==> config.mk <==
export PLATFORM = sky130hd
export DESIGN_NAME = pcmms_fifo
export DESIGN_NICKNAME = d
export VERILOG_FILES = /design/src/hdl/per_channel_min_max_mean_stats_top_macros.svh /design/src/hdl/pcmms_pkg.sv /design/src/hdl/pcmms_fifo.sv
export SDC_FILE = /design/constraint.sdc
export NUM_CORES = 1
export LEC_CHECK = 0
export ABC_AREA = 1
export BUFFER_PORTS_ARGS = -buffer_cell sky130_fd_sc_hd__buf_4
export CAP_MARGIN = 20
export CELL_PAD_IN_SITES_DETAIL_PLACEMENT = 0
export CELL_PAD_IN_SITES_GLOBAL_PLACEMENT = 2
export CORE_MARGIN = 10
export CORE_UTILIZATION = 28
export DETAILED_ROUTE_END_ITERATION = 12
export PLACE_DENSITY = 0.68
export SYNTH_ARGS = -nofsm -noshare
export SYNTH_HDL_FRONTEND = slang
export SYNTH_SLANG_ARGS = --single-unit
==> constraint.sdc <==
create_clock -name clk -period 5.8 [get_ports clk]
set_input_delay 0.58 -clock clk [delete_from_list [all_inputs] [get_ports clk]]
set_output_delay 0.58 -clock clk [all_outputs]
set_load 0.05 [all_outputs]
==> src/hdl/per_channel_min_max_mean_stats_top_macros.svh <==
// Assertion macros shared by the statistics block RTL.
// Needs clk and rst_n in the scope of every use.
`ifndef PER_CHANNEL_MIN_MAX_MEAN_STATS_TOP_MACROS_SVH
`define PER_CHANNEL_MIN_MAX_MEAN_STATS_TOP_MACROS_SVH
`ifndef SYNTHESIS
`define PCMMS_ASSERT_IMPL(lbl, ante, cons) \
  lbl: assert property (@(posedge clk) disable iff (!rst_n) (ante) |-> (cons)) \
    else $error("pcmms: implication check failed");
`define PCMMS_ASSERT_NEXT(lbl, ante, cons) \
  lbl: assert property (@(posedge clk) disable iff (!rst_n) (ante) |=> (cons)) \
    else $error("pcmms: next-cycle check failed");
`else
`define PCMMS_ASSERT_IMPL(lbl, ante, cons)
`define PCMMS_ASSERT_NEXT(lbl, ante, cons)
`endif
`endif

==> src/hdl/pcmms_pkg.sv <==
// Package for the per-channel statistics block: widths, item kinds,
// queue item, table entry and result types. No dependencies.
package pcmms_pkg;

  localparam int NUM_IDS = 128;
  localparam int ADDR_W  = $clog2(NUM_IDS);

  localparam int ID_W   = 7;
  localparam int TIME_W = 17;
  localparam int VAL_W  = 16;
  localparam int CNT_W  = 16;
  localparam int SUM_W  = 32;
  localparam int STEP_W = $clog2(SUM_W);

  localparam int IN_FIELDS_W = ID_W + TIME_W + VAL_W;
  localparam int IN_TDATA_W  = ((IN_FIELDS_W + 7) / 8) * 8;
  localparam int OUT_FIELDS_W = ID_W + 3 * VAL_W + 2 * TIME_W + CNT_W;
  localparam int OUT_TDATA_W  = ((OUT_FIELDS_W + 7) / 8) * 8;
  localparam int OUT_PAD_W    = OUT_TDATA_W - OUT_FIELDS_W;

  localparam int QUEUE_DEPTH = 4;
  localparam int QPTR_W      = $clog2(QUEUE_DEPTH);

  typedef logic [ADDR_W-1:0] addr_t;
  typedef logic [ID_W-1:0]   id_t;
  typedef logic [TIME_W-1:0] time_t;
  typedef logic [VAL_W-1:0]  val_t;
  typedef logic [CNT_W-1:0]  cnt_t;
  typedef logic [SUM_W-1:0]  sum_t;
  typedef logic [STEP_W-1:0] step_t;
  typedef logic [QPTR_W-1:0] qptr_t;
  typedef logic [QPTR_W:0]   qcnt_t;

  localparam cnt_t COUNT_MAX = '1;

  localparam logic CMD_SAMPLE = 1'b0;
  localparam logic CMD_REPORT = 1'b1;

  typedef logic [1:0] kind_t;
  localparam kind_t KIND_SAMPLE      = 2'd0;
  localparam kind_t KIND_REPORT      = 2'd1;
  localparam kind_t KIND_REPORT_NULL = 2'd2;

  typedef struct packed {
    kind_t kind;
    addr_t addr;
    id_t   id;
    time_t stamp;
    val_t  value;
  } q_item_t;

  typedef struct packed {
    logic full;
    logic empty;
  } q_stat_t;

  typedef struct packed {
    val_t  max_v;
    val_t  min_v;
    sum_t  sum;
    cnt_t  cnt;
    time_t max_t;
    time_t min_t;
  } entry_t;

  typedef struct packed {
    id_t   id;
    val_t  max_v;
    val_t  min_v;
    val_t  mean;
    time_t max_t;
    time_t min_t;
    cnt_t  cnt;
    logic  empty;
  } res_t;

endpackage

==> src/hdl/pcmms_fifo.sv <==
// Short item queue between front end and table engine.
// Depends on pcmms_pkg.
module pcmms_fifo (
  input  logic               clk,
  input  logic               rst_n,
  input  logic               push,
  input  pcmms_pkg::q_item_t push_item,
  input  logic               pop,
  output pcmms_pkg::q_item_t head,
  output pcmms_pkg::q_stat_t stat
);

  pcmms_pkg::q_item_t slot_r [pcmms_pkg::QUEUE_DEPTH];
  pcmms_pkg::qptr_t   wr_ptr_r, wr_ptr_nxt;
  pcmms_pkg::qptr_t   rd_ptr_r, rd_ptr_nxt;
  pcmms_pkg::qcnt_t   cnt_r, cnt_nxt;
  logic               do_push, do_pop;

  assign stat.full  = (cnt_r == pcmms_pkg::qcnt_t'(pcmms_pkg::QUEUE_DEPTH));
  assign stat.empty = (cnt_r == '0);
  assign do_push    = push && !stat.full;
  assign do_pop     = pop && !stat.empty;
  assign head       = slot_r[rd_ptr_r];

  always_comb begin
    wr_ptr_nxt = do_push ? wr_ptr_r + pcmms_pkg::qptr_t'(1) : wr_ptr_r;
    rd_ptr_nxt = do_pop ? rd_ptr_r + pcmms_pkg::qptr_t'(1) : rd_ptr_r;
    cnt_nxt    = cnt_r;
    if (do_push && !do_pop) begin
      cnt_nxt = cnt_r + pcmms_pkg::qcnt_t'(1);
    end else if (do_pop && !do_push) begin
      cnt_nxt = cnt_r - pcmms_pkg::qcnt_t'(1);
    end
  end

  always_ff @(posedge clk) begin
    if (!rst_n) begin
      wr_ptr_r <= '0;
      rd_ptr_r <= '0;
      cnt_r    <= '0;
    end else begin
      wr_ptr_r <= wr_ptr_nxt;
      rd_ptr_r <= rd_ptr_nxt;
      cnt_r    <= cnt_nxt;
    end
  end

  always_ff @(posedge clk) begin
    if (do_push) begin
      slot_r[wr_ptr_r] <= push_item;
    end
  end

endmodule

---- Word-level counts from Yosys, hierarchy flattened ----
Memory sizes are Yosys's and may differ from the RTL's. A register that Yosys moved wholly into a read port is not among the register bits.
Index checks and enable logic that the tools add are counted.
operators by class
  add/sub/neg operators ................... 4
  multiply operators ...................... 0
  div/mod/pow operators ................... 0
  order comparisons ....................... 0
  equal/unequal tests ..................... 1
  shifts and indexed selects .............. 0
  multiplexer cells ....................... 6
  bitwise gates (word level) .............. 0
  reduce and logical (&&, ||, !) cells .... 10
operator list
  kind                                              count
  2-to-1 mux 3 bit                                  2
  adder 2 x 1 -> 2 bit, second input constant       2
  logical AND 1 bit                                 4
  zero test 1 bit                                   4
  2-to-1 mux 2 bit                                  2
  adder 3 x 1 -> 3 bit, second input constant       1
  == test 3 bit, second input constant              1
  zero test 3 bit                                   1
  subtractor 3 x 1 -> 3 bit, second input constant  1
  2-to-1 mux 1 bit                                  2
  nonzero test 2 bit                                1
storage, ports and cells
  register bits after elaboration ......... 7
  bits in latches ......................... 0
  memory bits (writable) .................. 196
  bits in read-only memories .............. 0
  output and inout bits ................... 51
  memories kept ........................... 1
memory list
  name    words  bits a word  read ports  clocked after Yosys merged registers in  wr ports  RTL line          text
  slot_r  4      49           1           1                                        1         pcmms_fifo.sv:13  pcmms_pkg::q_item_t slot_r [pcmms_pkg::QUEUE_DEPTH];

---- Logic depth before layout (Yosys ltp) ----
Gate-level depths: netlist of the first run.
  depth after elaboration ................. 7
  depth in mapped cells ................... 13
  gate-level depth less buffers ........... 13

---- Worst setup path before layout of the first run ----
OpenSTA, ideal clock, no wires.
  path type ............................... input -> register
  start ................................... in push
  end ..................................... mem slot_r[0][0] in the netlist's numbering (enable)
  setup time .............................. 0.456 ns
  arrival ................................. 2.748 ns
  data required time ...................... 5.344 ns
  setup slack ............................. 2.597 ns
  stages on the path ...................... 2
  path buffers ............................ 0
  cell sequence ........................... nand2_1 nor2_1
on the way
  cells in the longest elaborated chain, start to end .. 3
RTL lines
  item                                    RTL line          text
  start, declared                         pcmms_fifo.sv:6   input logic push,
  logical AND 1 bit                       pcmms_fifo.sv:21  assign do_push = push && !stat.full;
  2-to-1 mux 1 bit                        pcmms_fifo.sv:49  if (do_push) begin
  2-to-1 mux 1 bit (implied by the code)  pcmms_fifo.sv:50  slot_r[wr_ptr_r] <= push_item;
  end, declared                           pcmms_fifo.sv:13
Every way passes these cells.

==> results of run 1 <==
[state kept, by name, indices dropped and copies added (netlist names), named ones only]
signal,cells
cnt_r,3
wr_ptr_r,2
slot_r,196
rd_ptr_r,2
[report_power, final]
part           internal (mW)  switching [mW]
Combinational          0.413            1.17
Sequential              1.80          0.0831
Clock                  0.884           0.569
[area by class of cell]
class | instances | area (µm²)
fill | 2627 | 17440
clock buffer | 29 | 608.1
antenna | 3 | 7.507
timing repair buffer | 109 | 830.8
sequential | 205 | 6071
inverter | 18 | 72.57
multi-input combinational | 290 | 1443
tap | 372 | 465.4
clock inverter | 12 | 158.9
[worst max-delay path, cell delays in order, from the launching register on]
cell,delay [ps]
dfxtp_4,690
buf_4,580
inv_6,390
o21ai_0,270
o22ai_1,140
buf_4,220
[cell usage after synthesis]
cell type,n
o21ai_1,5
nand2_1,15
buf_6,7
dfxtp_1,9
inv_6,1
o21ai_0,94
a21oi_1,3
buf_2,12
clkbuf_1,6
clkbuf_2,4
nand3_1,4
edfxtp_1,196
nor2_1,112
fa_1,1
inv_2,1
xor2_1,1
o22ai_1,49
ha_1,5
buf_4,2
inv_1,16
nand3b_1,1
[per-layer routing]
layer	vias to the layer above	share of wire, %	GRT usage, %
met5	-	0	0
met3	31	5.0	2.626
met2	117	48	17.97
met1	2364	45	13.25
met4	0	2.5	3.127
li1	2229	-	-
[stage by stage]
stage / util, % / hold slack [ps] / area, µm²
floorplan: - / 464.8 / 7747
global placement: 32.70 / 480.8 / 8862
detailed placement: 32.70 / 490.0 / 8862
CTS: 35.53 / 253.4 / 9629
global route: 35.61 / 261.2 / 9652
finish: 35.63 / 278.6 / 9657
[cell families (layout without fill, tap and decap cells)]
kind of cell / Yosys count / count (layout) / share of synthesized area [%]
adder cells (fa/ha/maj): 6 / 6 / 1.066
buffers and inverters: 49 / 168 / 3.472
AO/OA/AOI/OAI: 151 / 151 / 10.55
AND/OR/NAND/NOR: 132 / 132 / 6.508
other: 0 / 3 / 0
XOR/XNOR: 1 / 1 / 0.1131
flip-flops: 205 / 205 / 78.29
[final timing paths]
path | startpoint | endpoint | slack [ps] | depth (start not counted)
hold / removal | push_item[48] | slot_r[0][48] | 280 | 1
hold reg to reg | rd_ptr_r[0] | register | 500 | 2
setup reg to reg | cnt_r[0] | slot_r[3][47] | 3290 | 5
setup / recovery | register | head[22] | 2340 | 5
==> impl_metrics.py, run 1 <==
metrics = {
    "status": {
        "status": "completed",
    },
    "place": {
        "hpwl_mm": 10.91,
        "place_ws_ps": 2718,
        "dpl.cell_count": 993,
        "io_buffers": 103,
        "gp_congestion": 0.6885,
    },
    "drt": {
        "antenna_left": 0,
        "via_per_inst": 4.567,
        "drt_wl_total_mm": 19.07,
        "first_pass_iters": 6,
        "drc": 0,
        "drtIter0Drc": 244,
        "vias": 4741,
        "routedWlPerCell_um": 18.38,
    },
    "floorplan": {
        "rows": 60,
        "initial_core_util_pct": 28.59,
        "die_area_um2": 34720,
        "coreArea_um2": 27100,
        "dieWidth_um": 186.3,
        "die_h_um": 186.3,
        "ios": 104,
    },
    "timing": {
        "min_period_over_period_pct": 59.73,
        "tns_ps": 0,
        "drv_slew": 0,
        "max_freq_mhz": 288.7,
        "finalSetupViolCount": 0,
        "finalCriticalPeriod_ps": 3464,
        "tightestPinTransition_ps": 989.7,
        "setup_slack_ps": 2336,
        "max_slew_margin_pct": 33.93,
        "hold_viol_final": 0,
        "grt_setup_unrepaired": "false",
        "skew_ps": 6.735,
    },
    "cts": {
        "clockBufferDepth": 3,
        "clkSlewWorstSetupHoldPaths_ps": 60,
        "cts_resized": 0,
        "cts_setup_buffers": 0,
        "ctsHoldBuffers": 0,
        "clock_latency_ps": 490,
        "cts_root_buffer": "clkbuf_16",
        "htree_levels": 1,
        "cts_buffers": 23,
        "tritoncts": "done",
        "cts.sinks": 205,
    },
    "synthesis": {
        "synth-seq-cells": 205,
        "synth_cells": 544,
        "netlist-cell-type-count": 21,
        "synth_top_area_cell": "edfxtp_1",
        "syn_nets": 603,
        "netlist_area_um2": 7747,
        "yosys-top-cells-area": "edfxtp_1 76%, o21ai_0 6.1%, nor2_1 5.4%",
        "synth_top_area_share_pct": 75.97,
        "avgSynthCellArea_um2": 14.24,
        "synth-seq-area-share_pct": 78.29,
        "yosysWarnings": 0,
    },
    "layout": {
        "layout_common_cells": "196 x edfxtp_1, 108 x nor2_1, 108 x buf_4, 94 x o21ai_0, 49 x o22ai_1",
        "drive_gt1_share_pct": 23.08,
        "fin_cells": 1038,
        "layout.cells.most_common": "edfxtp_1",
        "fin_nets": 706,
        "syn2layout_area_growth_pct": 24.64,
    },
    "global_route": {
        "track_usage_pct": 10.67,
        "grt_max_degree": 99,
        "grt_pass1_wl_mm": 29.71,
        "antenna_found_initial": 1,
        "grt_overflow": 0,
        "grt_pass1_vias": 5051,
    },
    "pwr": {
        "pwr_density_cell_nw_per_um2": 510.1,
        "power_leakage_nw": 3.355,
        "vdd_drop_max_mv": 0.2659,
        "total_power_mw": 4.926,
    },
    "worst_setup_path": {
        "cp_max_fo": 98,
        "cp_data_required_time_ps": 5220,
        "path_class": "reg -> out",
        "worstPathArrival_ps": 2880,
        "start_kind": "register",
        "end_kind": "output pin",
    },
    "job": {
        "cap_violations": 0,
    },
    "hold_path": {
        "min_path_type": "in -> reg",
    },
}
(Power assumes the default switching activity.)
==> inputs of run 2 (changes only) <==
- PLACE_DENSITY: 0.68 -> 0.7
- clock period: 5.8 -> 3.01 ns (I/O delays scaled with it)
==> run 2 against run 1 <==
Effect of this change:
- clock power increased by 73%
- worst setup slack worse by 1900 ps
- global-route usage down 0.58 points
- die area is the same
- critical path depth is 1 lower
- non-clock buffer count up 41
- critical path type unchanged
- highest routed layer unchanged
==> impl_metrics.py, run 2 (synthesis results as in run 1) <==
metrics = {
    "status": {
        "status": "completed",
    },
    "cts": {
        "clockBufferDepth": 3,
        "cts_setup_buffers": 0,
        "tritoncts": "done",
        "cts_root_buffer": "clkbuf_16",
        "cts.sinks": 205,
        "clock_latency_ps": 490,
        "cts_resized": 0,
        "clkSlewWorstSetupHoldPaths_ps": 60,
        "htree_levels": 1,
        "cts_buffers": 23,
    },
    "global_route": {
        "grt_overflow": 0,
        "grt_pass1_vias": 5047,
        "busiest_layer": "met2",
        "antenna_found_initial": 1,
        "use_met1_pct": 13.56,
        "grt_pass1_wl_mm": 28.52,
        "use_met3_pct": 2.551,
        "track_usage_pct": 10.09,
        "grt_max_degree": 99,
        "grt_use_met2_pct": 16.03,
    },
    "job": {
        "cap_violations": 0,
    },
    "timing": {
        "skew_ps": 6.098,
        "finalSetupViolCount": 0,
        "tns_ps": 0,
        "hold_slack_ps": 24.44,
        "grt_setup_unrepaired": "false",
        "hold_viol_final": 0,
        "drv_slew": 0,
        "tightestPinTransition_ps": 809.3,
        "setup_slack_ps": 445.5,
        "finalCriticalPeriod_ps": 2564,
        "min_period_over_period_pct": 85.20,
        "max_slew_margin_pct": 45.92,
        "max_freq_mhz": 389.9,
    },
    "pwr": {
        "switching_power_mw": 3.470,
        "power_frac_clock_pct": 27.1,
        "combPwrFrac_pct": 34.2,
        "power_leakage_nw": 3.515,
        "vdd_drop_max_mv": 0.4156,
        "seq_power_share_pct": 38.7,
        "p_int_mw": 5.799,
        "p_sw_share_pct": 37.43,
        "total_power_mw": 9.269,
        "pwr_density_cell_nw_per_um2": 926.0,
    },
    "worst_setup_path": {
        "path_class": "reg -> out",
        "cp_data_required_time_ps": 2710,
        "cp_slowest_cell": "inv_6",
        "worstPathArrival_ps": 2260,
        "end_kind": "output pin",
        "start_kind": "register",
        "path_cells": "inv_6, o21ai_0, o22ai_1, buf_4",
        "critPathMaxStageDelay_ps": 470,
        "cp_max_fo": 98,
        "crit_family": "buffers and inverters",
        "path_buf_inv": 2,
    },
    "drt": {
        "drtIter0Drc": 249,
        "via_per_inst": 4.471,
        "routedWlPerCell_um": 16.95,
        "drc": 0,
        "antenna_left": 0,
        "first_pass_iters": 4,
        "vias": 4815,
        "drt_wl_total_mm": 18.25,
    },
    "layout": {
        "fin_nets": 747,
        "final_area_um2": 10010,
        "drive_gt1_share_pct": 22.02,
        "fin_cells": 1077,
        "final_util_pct": 36.93,
        "reg_top3": "slot_r x196, cnt_r x3",
        "layout_common_cells": "196 x edfxtp_1, 110 x buf_4, 108 x nor2_1, 94 x o21ai_0, 49 x o22ai_1",
        "largest_reg_flops": 196,
        "top_register": "slot_r",
        "layout.cells.most_common": "edfxtp_1",
        "syn2layout_area_growth_pct": 29.20,
    },
    "place": {
        "dpl.cell_count": 999,
        "hpwl_mm": 10.84,
        "gp_congestion": 0.7499,
        "place_ws_ps": 827.7,
        "io_buffers": 103,
        "post_dp_cell_area_um2": 8957,
    },
    "floorplan": {
        "rows": 60,
        "dieWidth_um": 186.3,
        "die_h_um": 186.3,
        "ios": 104,
        "coreArea_um2": 27100,
        "die_area_um2": 34720,
        "initial_core_util_pct": 28.59,
    },
    "hold_path": {
        "min_path_type": "in -> reg",
    },
}
## run 2: power groups by stage
stage                     clock network [mW]  registers (mW)  logic (mW)
after floorplan                            0            3.61        2.20
after global placement                     0            3.63        3.15
after detailed placement                   0            3.65        3.18
after CTS                               2.60            3.59        3.23
after global routing                    2.72            3.62        3.41
final                                   2.51            3.59        3.17
## run 2: timing repair
| item | 4_1_cts | 5_1_grt |
|---|---|---|
| hold buffers | 36 | 0 |
| hold endpoints to repair | 133 | 0 |
| endpoints found under the setup margin | 0 | 0 |
## run 2: final timing paths
check,startpoint,endpoint,slack [ps],depth (start not counted)
max,register,head[18],450,4
min,push_item[23],slot_r[3][23],20,1
max reg2reg,cnt_r[0],cnt_r[1],830,9
min reg2reg,rd_ptr_r[0],rd_ptr_r[0],500,2
## run 2: final cells by class
| type | instances | area [µm²] |
|---|---|---|
| multi-input combinational | 290 | 1443 |
| inverter | 18 | 72.57 |
| timing repair buffer | 150 | 1266 |
| tap | 372 | 465.4 |
| clock buffer | 24 | 579.3 |
| sequential | 205 | 6071 |
| fill | 2572 | 17090 |
| antenna | 1 | 2.502 |
| clock inverter | 17 | 110.1 |
## run 2: routing by layer
metal  vias up  wire length [µm]
met2       132              8352
met3        20              1013
li1       2306                 -
met1      2357              8662
met4         0               221
met5         -                 0
